[src/eetb_pkg.sv]
package eetb_pkg;

  // fixed field widths
  localparam int MODE_W   = 2;
  localparam int TYPE_W   = 4;
  localparam int TICK_W   = 48;
  localparam int DUR_W    = 40;
  localparam int EIDX_W   = 8;
  localparam int STAT_W   = 2;
  localparam int VAL_W    = 48;
  localparam int MASK_W   = 16;
  localparam int END_W    = 49;
  localparam int POS_W    = 50;

  localparam logic [VAL_W-1:0] VAL_MAX     = {VAL_W{1'b1}};
  localparam logic [VAL_W-1:0] EPOCH_RESET = 48'd1000;

  // configuration port
  localparam int CFG_DATA_W = 64;
  localparam int CFG_ADDR_W = 4;
  localparam logic REG_EPOCH = 1'b0;

  // default parameter values
  localparam int DEF_NUM_TYPES  = 16;
  localparam int DEF_NUM_EPOCHS = 256;
  localparam int DEF_TICK_BITS  = 48;

  // item modes
  localparam logic [MODE_W-1:0] MODE_ADD   = 2'd0;
  localparam logic [MODE_W-1:0] MODE_READ  = 2'd1;
  localparam logic [MODE_W-1:0] MODE_CLEAR = 2'd2;

  // result status
  localparam logic [STAT_W-1:0] ST_DONE    = 2'd0;
  localparam logic [STAT_W-1:0] ST_IGNORED = 2'd1;
  localparam logic [STAT_W-1:0] ST_CLIPPED = 2'd2;

  typedef struct packed {
    logic [MODE_W-1:0] mode;
    logic [TYPE_W-1:0] event_type;
    logic [TICK_W-1:0] start_tick;
    logic [DUR_W-1:0]  duration;
    logic [EIDX_W-1:0] epoch_index;
  } in_item_t;

  typedef struct packed {
    logic [STAT_W-1:0] status;
    logic [VAL_W-1:0]  bin_ticks;
    logic [VAL_W-1:0]  type_total;
    logic [VAL_W-1:0]  epoch_total;
    logic [MASK_W-1:0] types_used;
    logic [VAL_W-1:0]  epochs_in_use;
  } out_item_t;

  // controller to datapath
  typedef struct packed {
    logic              load;
    logic              clr_start;
    logic              clr_step;
    logic              ev_book;
    logic              div_go;
    logic              div_sel;
    logic              lo_set;
    logic              nb_add;
    logic              walk_rd;
    logic              walk_wr;
    logic              sum_init;
    logic              sum_issue;
    logic              cnt_set;
    logic              st_we;
    logic [STAT_W-1:0] st_code;
    logic              out_load;
  } cmd_t;

  // datapath to controller
  typedef struct packed {
    logic [MODE_W-1:0] mode;
    logic              dur_zero;
    logic              t_ok;
    logic              ep_ok;
    logic              clr_last;
    logic              div_done;
    logic              cur_lt_end;
    logic              ep_full;
    logic              k_done;
    logic              cnt_ok;
  } sts_t;

  function automatic logic [VAL_W-1:0] sat_add(input logic [VAL_W-1:0] a,
                                               input logic [VAL_W-1:0] b);
    logic [VAL_W:0] s;
    s = {1'b0, a} + {1'b0, b};
    return s[VAL_W] ? VAL_MAX : s[VAL_W-1:0];
  endfunction

endpackage

[src/eetb_ctrl.sv]
module eetb_ctrl (
  input  logic           clk,
  input  logic           rst_n,
  input  logic           in_valid,
  output logic           in_ready,
  output logic           out_valid,
  input  logic           out_ready,
  input  eetb_pkg::sts_t sts,
  output eetb_pkg::cmd_t cmd
);
  import eetb_pkg::*;

  localparam logic [3:0] S_IDLE = 4'd0;
  localparam logic [3:0] S_DISP = 4'd1;
  localparam logic [3:0] S_CLR  = 4'd2;
  localparam logic [3:0] S_DIVS = 4'd3;
  localparam logic [3:0] S_NB   = 4'd4;
  localparam logic [3:0] S_CHK  = 4'd5;
  localparam logic [3:0] S_ACC  = 4'd6;
  localparam logic [3:0] S_SUM  = 4'd7;
  localparam logic [3:0] S_CNT  = 4'd8;
  localparam logic [3:0] S_CDW  = 4'd9;
  localparam logic [3:0] S_FIN  = 4'd10;

  logic [3:0] state_r, state_nxt;
  logic       report_r, report_nxt;
  logic       out_valid_r, out_valid_nxt;

  always_comb begin
    cmd           = '0;
    state_nxt     = state_r;
    report_nxt    = report_r;
    in_ready      = (state_r == S_IDLE);
    case (state_r)
      S_IDLE: begin
        if (in_valid) begin
          cmd.load  = 1'b1;
          state_nxt = S_DISP;
        end
      end
      S_DISP: begin
        case (sts.mode)
          MODE_ADD: begin
            if (sts.dur_zero || !sts.t_ok) begin
              cmd.st_we   = 1'b1;
              cmd.st_code = ST_IGNORED;
              state_nxt   = S_CNT;
            end else begin
              cmd.ev_book = 1'b1;
              cmd.div_go  = 1'b1;
              state_nxt   = S_DIVS;
            end
          end
          MODE_READ: begin
            cmd.sum_init = 1'b1;
            state_nxt    = sts.ep_ok ? S_SUM : S_CNT;
          end
          MODE_CLEAR: begin
            cmd.clr_start = 1'b1;
            report_nxt    = 1'b1;
            state_nxt     = S_CLR;
          end
          default: begin
            state_nxt = S_CNT;
          end
        endcase
      end
      S_CLR: begin
        cmd.clr_step = 1'b1;
        if (sts.clr_last) begin
          state_nxt = report_r ? S_CNT : S_IDLE;
        end
      end
      S_DIVS: begin
        if (sts.div_done) begin
          cmd.lo_set = 1'b1;
          state_nxt  = S_NB;
        end
      end
      S_NB: begin
        cmd.nb_add = 1'b1;
        state_nxt  = S_CHK;
      end
      S_CHK: begin
        if (!sts.cur_lt_end) begin
          state_nxt = S_CNT;
        end else if (sts.ep_full) begin
          cmd.st_we   = 1'b1;
          cmd.st_code = ST_CLIPPED;
          state_nxt   = S_CNT;
        end else begin
          cmd.walk_rd = 1'b1;
          state_nxt   = S_ACC;
        end
      end
      S_ACC: begin
        cmd.walk_wr = 1'b1;
        state_nxt   = S_CHK;
      end
      S_SUM: begin
        if (sts.k_done) begin
          state_nxt = S_CNT;
        end else begin
          cmd.sum_issue = 1'b1;
        end
      end
      S_CNT: begin
        if (sts.cnt_ok) begin
          state_nxt = S_FIN;
        end else begin
          cmd.div_go  = 1'b1;
          cmd.div_sel = 1'b1;
          state_nxt   = S_CDW;
        end
      end
      S_CDW: begin
        if (sts.div_done) begin
          cmd.cnt_set = 1'b1;
          state_nxt   = S_FIN;
        end
      end
      S_FIN: begin
        if (!out_valid_r || out_ready) begin
          cmd.out_load = 1'b1;
          state_nxt    = S_IDLE;
        end
      end
      default: begin
        state_nxt = S_IDLE;
      end
    endcase

    if (cmd.out_load) begin
      out_valid_nxt = 1'b1;
    end else if (out_ready) begin
      out_valid_nxt = 1'b0;
    end else begin
      out_valid_nxt = out_valid_r;
    end
  end

  always_ff @(posedge clk) begin
    if (!rst_n) begin
      state_r     <= S_CLR;
      report_r    <= 1'b0;
      out_valid_r <= 1'b0;
    end else begin
      state_r     <= state_nxt;
      report_r    <= (state_nxt == S_CLR) ? report_nxt : 1'b0;
      out_valid_r <= out_valid_nxt;
    end
  end

  assign out_valid = out_valid_r;

endmodule

[config.mk]
export PLATFORM = sky130hd
export DESIGN_NAME = eetb_ctrl
export DESIGN_NICKNAME = d
export VERILOG_FILES = /design/src/eetb_pkg.sv /design/src/eetb_ctrl.sv
export SDC_FILE = /design/constraint.sdc
export NUM_CORES = 1
export LEC_CHECK = 0
export BUFFER_PORTS_ARGS = -buffer_cell sky130_fd_sc_hd__buf_2
export CORE_UTILIZATION = 43
export DETAILED_ROUTE_END_ITERATION = 12
export PLACE_DENSITY = 0.83
export SLEW_MARGIN = 30
export SYNTH_ARGS = -nofsm -noshare
export SYNTH_HDL_FRONTEND = slang
export SYNTH_SLANG_ARGS = --single-unit
[constraint.sdc]
create_clock -name clk -period 1.9 [get_ports clk]
set_clock_uncertainty 0.15 [all_clocks]
set_input_delay 0.285 -clock clk [delete_from_list [all_inputs] [get_ports clk]]
set_output_delay 0.285 -clock clk [all_outputs]
set_load 0.02 [all_outputs]
# After elaboration in Yosys (flattened, before gate mapping)
# Cells that the tools add are included.
# Widths: inputs -> output; s select.
# totals
word_cells	72
ff_bits	6
input_bits	15
output_inout_bits	19
# op_classes
n_eq_ne	13
n_reduce_logical	10
n_mux	46
# op_table
op	count
$mux 4	11
$pmux 4 s10	1
$mux 1	23
$eq 4x3->1 const B	4
$eq 4x2->1 const B	3
$eq 4x4->1 const B	3
$mux 3	4
$pmux 4 s3	1
$mux 2	4
$pmux 3 s2	1
$eq 4x1->1 const B	1
$logic_not 4->1	1
$reduce_and 2->1	2
$eq 2x1->1 const B	1
$eq 2x2->1 const B	1
$logic_not 1->1	2
$logic_not 2->1	1
$logic_or 1x1->1	2
$pmux 1 s2	1
$reduce_bool 2->1	1
$reduce_or 2->1	1

# Depth between registers and ports, before layout
# depth
ltp_word	7
depth_mapped	7
depth_no_buf	5

# Worst setup path before layout
# OpenSTA, ideal clock, no wires.
# synth_timing
path_kind	reg2reg
start	register state_r[0]
end	register report_r
setup_ps	133
arrival_time_ps	1849
period_less_slack_ps	2132
path_slack_ps	-232
n_path_buf	1
t_required_ps	1617
stages_incl_launch_ff	7
cell_sequence	dfxtp_1 -> buf_4 -> or4b_4 -> nor4b_2 -> or2_2 -> a211o_2 -> nor4_2
# synth_between
elab_chain_len	5
elab_cells_between_ends	22
classes_between	eq/ne: 11; mux: 7; reduce/logical: 4
# synth_lines
element	line	text
start, declared	eetb_ctrl.sv:25	logic [3:0] state_r, state_nxt;
start signal, assigned	eetb_ctrl.sv:148	state_r <= state_nxt;
$eq 4x3->1	eetb_ctrl.sv:34	case (state_r)
$reduce_or 2->1 (no line)	-	
$pmux 4 s10	eetb_ctrl.sv:34	
$eq 4x2->1	eetb_ctrl.sv:149	report_r <= (state_nxt == S_CLR) ? report_nxt : 1'b0;
$reduce_and 2->1 (no line)	-	
end signal, assigned	eetb_ctrl.sv:149	
end, declared	eetb_ctrl.sv:26	logic report_r, report_nxt;
# Parallel ways exist; a longest one is shown, timed or not.
# A chain may end at the register's enable or synchronous reset.

==> summary.txt <==
STA
-------------------------------------------------------------------------------------------
Minimum period implied by the final worst setup slack ........................      2.11 ns
Worst path setup slack after routing .........................................    -0.213 ns
Number of hold-slack violations in the final timing report ...................            0
Fin. max-slew vios ...........................................................            0
Highest clock frequency the design can meet ..................................    0.473 GHz
Setup violators final ........................................................            6
Worst rel slew slack .........................................................        0.665
Worst-margin pin slew ........................................................     0.495 ns
Unrepaired setup endpoints after global routing ..............................         true
Fin crit share ...............................................................         1.11

WORST HOLD PATH
-------------------------------------------------------------------------------------------
Hold/Removal Path Class ...................................................... input pin to flop

STATUS
-------------------------------------------------------------------------------------------
Failing checks ............................................................... setup timing
Outcome ...................................................................... finished with violations

CLOCK TREE
-------------------------------------------------------------------------------------------
Clock latency of the later-clocked register in the worst-skew pair ...........      0.25 ns
Clock Pin Slew Worst Setup and Hold Paths ....................................      0.05 ns
Root buffer selected by CTS .................................................. sky130_fd_sc_hd__clkbuf_4
Number of hold buffers added after CTS .......................................            0
CTS tree .....................................................................        built
CTS Buffer Depth .............................................................            2
Number of CTS-inserted buffers ...............................................            3
Number of H-tree levels ......................................................            1
Sinks on the clock net .......................................................            6

GLOBAL ROUTING
-------------------------------------------------------------------------------------------
Pin count of the biggest net entering global routing .........................           17
Total global routing overflow ................................................            0
Gr usage total ...............................................................        0.275
Wire length of the first global-routing pass .................................      2990 um
Antenna violations before repair .............................................            0
Via count of the first global-routing pass ...................................          706

PLACED DESIGN
-------------------------------------------------------------------------------------------
Last weighted congestion value of the routability-driven placer ..............        0.828
Worst slack after detailed placement .........................................   0.00593 ns
Half-perimeter wire length after placement ...................................      1500 um
Count of port buffers added during placement .................................           33

WORST SETUP PATH
-------------------------------------------------------------------------------------------
Capture point of the critical path ...........................................      cmd[12]
Number of cells on the worst reg-to-reg path .................................            6
Startpoint of the worst setup timing path .................................... state_r[3]$_SDFF_PN0_
Arrival time reported for the critical path endpoint .........................      1.68 ns
Reg2reg setup slack ..........................................................      0.01 ns
Maximum fanout along the worst path ..........................................            3
CP Data Required Time ........................................................      1.46 ns
Type of element capturing the critical path ..................................  output port
Type of the setup path with the least slack .................................. flop to output port
Crit path launch type ........................................................         flop
R2R Path End ................................................................. report_r$_SDFFE_PN0P_
Worst flop-to-flop path startpoint ........................................... state_r[3]$_SDFF_PN0_

YOSYS
-------------------------------------------------------------------------------------------
Gate count after technology mapping ..........................................           90
Top cells by area, synth ..................................................... sky130_fd_sc_hd__dfxtp_1 (18%), sky130_fd_sc_hd__nand2b_1 (9.6%), sky130_fd_sc_hd__nor3_1 (6.9%)
Leading register cell type out of synthesis .................................. sky130_fd_sc_hd__dfxtp_1
Total number of yosys warnings ...............................................            0
Synth Area per Inst ..........................................................     7.22 um2
Number of register bits inferred by synthesis ................................            6
Number of distinct standard cells referenced by the synthesized netlist ......           38
Post-synthesis cell area .....................................................      649 um2
Post-synth EDFFs .............................................................            0
Synth area leader ............................................................ sky130_fd_sc_hd__dfxtp_1
Part of the Yosys area used for sequential elements ..........................        0.185
Portion of synthesized cell area occupied by the leading cell type ...........        0.185
Mapped Nets ..................................................................          105
Async set or reset register ratio after synthesis ............................            0

DRT
-------------------------------------------------------------------------------------------
Length of the first detailed-routing pass in iterations ......................            4
Wire length reported by the detailed router ..................................      2220 um
Number of design-rule violations left by the first detailed-router iteration .           16
Sum of met3 wire segment lengths after detailed routing ......................       120 um
Met1 wire length .............................................................       932 um
Vias after detailed routing ..................................................          862
Top layer used by detailed routing ...........................................         met4
Routed length per instance ...................................................      15.5 um
ANT nets after route .........................................................            0
Vias per cell ................................................................         6.03
Wire length on met2 ..........................................................      1120 um
Post-route DRC violation count ...............................................            0

FINAL LAYOUT
-------------------------------------------------------------------------------------------
Most frequent cells in the layout ............................................ sky130_fd_sc_hd__buf_2 (25), sky130_fd_sc_hd__buf_4 (11), sky130_fd_sc_hd__nand2b_1 (8), sky130_fd_sc_hd__nor3_1 (8), sky130_fd_sc_hd__buf_6 (6)
Fraction of layout cells with a size suffix above 1 ..........................        0.508
Commonest non-fill, non-tap cell in the layout ............................... sky130_fd_sc_hd__buf_2
Multi-input gate area in the final layout ....................................      553 um2
Fillers ......................................................................          106
Flip-flop and latch area .....................................................      123 um2
Final antenna diode count ....................................................            0
Synthesis-to-finish area growth ..............................................        55.1%
Nets .........................................................................          145

POWER AND IR DROP
-------------------------------------------------------------------------------------------
Standby leakage power ........................................................     0.442 nW
Maximum vdd ir drop ..........................................................     0.364 mV
Power per cell area ..........................................................   446 mW/mm2
Overall Power ................................................................     0.449 mW

FLOORPLAN
-------------------------------------------------------------------------------------------
Vertical die dimension .......................................................      40.9 um
Total number of placement rows ...............................................           13
Floorplan core area ..........................................................  0.00135 mm2
Total Die Area ...............................................................  0.00167 mm2
Chip width ...................................................................      40.9 um
Boundary pin count ...........................................................           34
Initial core utilization .....................................................        0.481

RUN
-------------------------------------------------------------------------------------------
Max capacitance violation total ..............................................            0

Yosys cell counts (2+ instances only):
cell type	n
sky130_fd_sc_hd__nor4_1	4
sky130_fd_sc_hd__buf_4	2
sky130_fd_sc_hd__o31ai_1	2
sky130_fd_sc_hd__nand2b_1	10
sky130_fd_sc_hd__nor2_1	6
sky130_fd_sc_hd__a21oi_1	2
sky130_fd_sc_hd__o21ai_0	2
sky130_fd_sc_hd__nor2b_1	4
sky130_fd_sc_hd__mux2i_1	2
sky130_fd_sc_hd__a31oi_1	2
sky130_fd_sc_hd__nor3_1	9
sky130_fd_sc_hd__nand2_1	5
sky130_fd_sc_hd__nand3b_1	2
sky130_fd_sc_hd__and2_1	2
sky130_fd_sc_hd__o22ai_1	2
sky130_fd_sc_hd__dfxtp_1	6
sky130_fd_sc_hd__clkbuf_1	3
sky130_fd_sc_hd__buf_2	2
sky130_fd_sc_hd__inv_1	4
kinds of logic (layout without fill, tap and decap cells):
kind of cell | after synthesis | after routing | synth area share
mux | 2 | 2 | 0.0308
flops | 6 | 6 | 0.185
simple gates | 51 | 51 | 0.480
compound gates | 20 | 20 | 0.225
buf+inv | 11 | 49 | 0.0790
metrics by stage:
stage / hold slack, ns / area (um2) / std cells / setup TNS, ns / utilization
after floorplan: 0.197 / 689 / 90 / -0.261 / -
after global routing: 0.0760 / 1010 / 143 / -1.49 / 0.746
final: 0.0762 / 1010 / 143 / -1.03 / 0.746
after CTS: 0.0675 / 970 / 143 / -1.10 / 0.718
after global placement: 0.332 / 886 / 138 / 0 / 0.656
after detailed placement: 0.334 / 886 / 138 / 0 / 0.656
final cells by class:
cell class,instances,share of cell area
multi-input combinational,73,0.549
timing repair buffer,42,0.273
sequential,6,0.122
clock buffer,3,0.0224
tap,15,0.0186
inverter,4,0.0149
routing by layer:
layer	vias to the layer above	track usage
li1	414	-
met4	0	0.167
met2	41	0.453
met3	4	0.0272
met5	-	0
met1	403	0.339
registers in the layout, indices dropped and copies added (netlist names):
| name | cells |
|---|---|
| report_r | 1 |
| out_valid | 1 |
| state_r | 4 |
timing repair:
| item | in CTS | in global routing |
|---|---|---|
| endpoints found under the setup margin | 6 | 12 |
| pin swaps | 3 | 5 |
| resized for setup | 14 | 9 |
| hold endpoints to repair | 0 | 0 |
| setup buffers | 2 | 0 |
power by group:
group	switching (mW)	leakage [nW]	internal [mW]
combinational	0.112	0.379	0.0814
sequential	0.00425	0.0493	0.134
clock	0.0468	0.0138	0.0715
total	0.163	0.442	0.287
worst max-delay path: stages (launching register included):
cell and delay (ns):
sky130_fd_sc_hd__dfxtp_1 0.30, sky130_fd_sc_hd__or4b_4 0.57, sky130_fd_sc_hd__nor4b_4 0.26, sky130_fd_sc_hd__or2_4 0.18, sky130_fd_sc_hd__buf_6 0.11
how the worst min path moves through the flow:
stage	depth (start not counted)	to	start	slack, ns
2_1_floorplan	1	state_r[1]$_SDFF_PN1_	rst_n	0.20
3_3_place_gp	2	state_r[1]$_SDFF_PN1_	rst_n	0.33
6_report	2	state_r[1]$_SDFF_PN1_	rst_n	0.08
3_5_place_dp	2	state_r[1]$_SDFF_PN1_	rst_n	0.33
5_1_grt	2	state_r[1]$_SDFF_PN1_	rst_n	0.08
4_1_cts	2	state_r[1]$_SDFF_PN1_	rst_n	0.07
No activity file was read; power rests on OpenSTA's default activity.
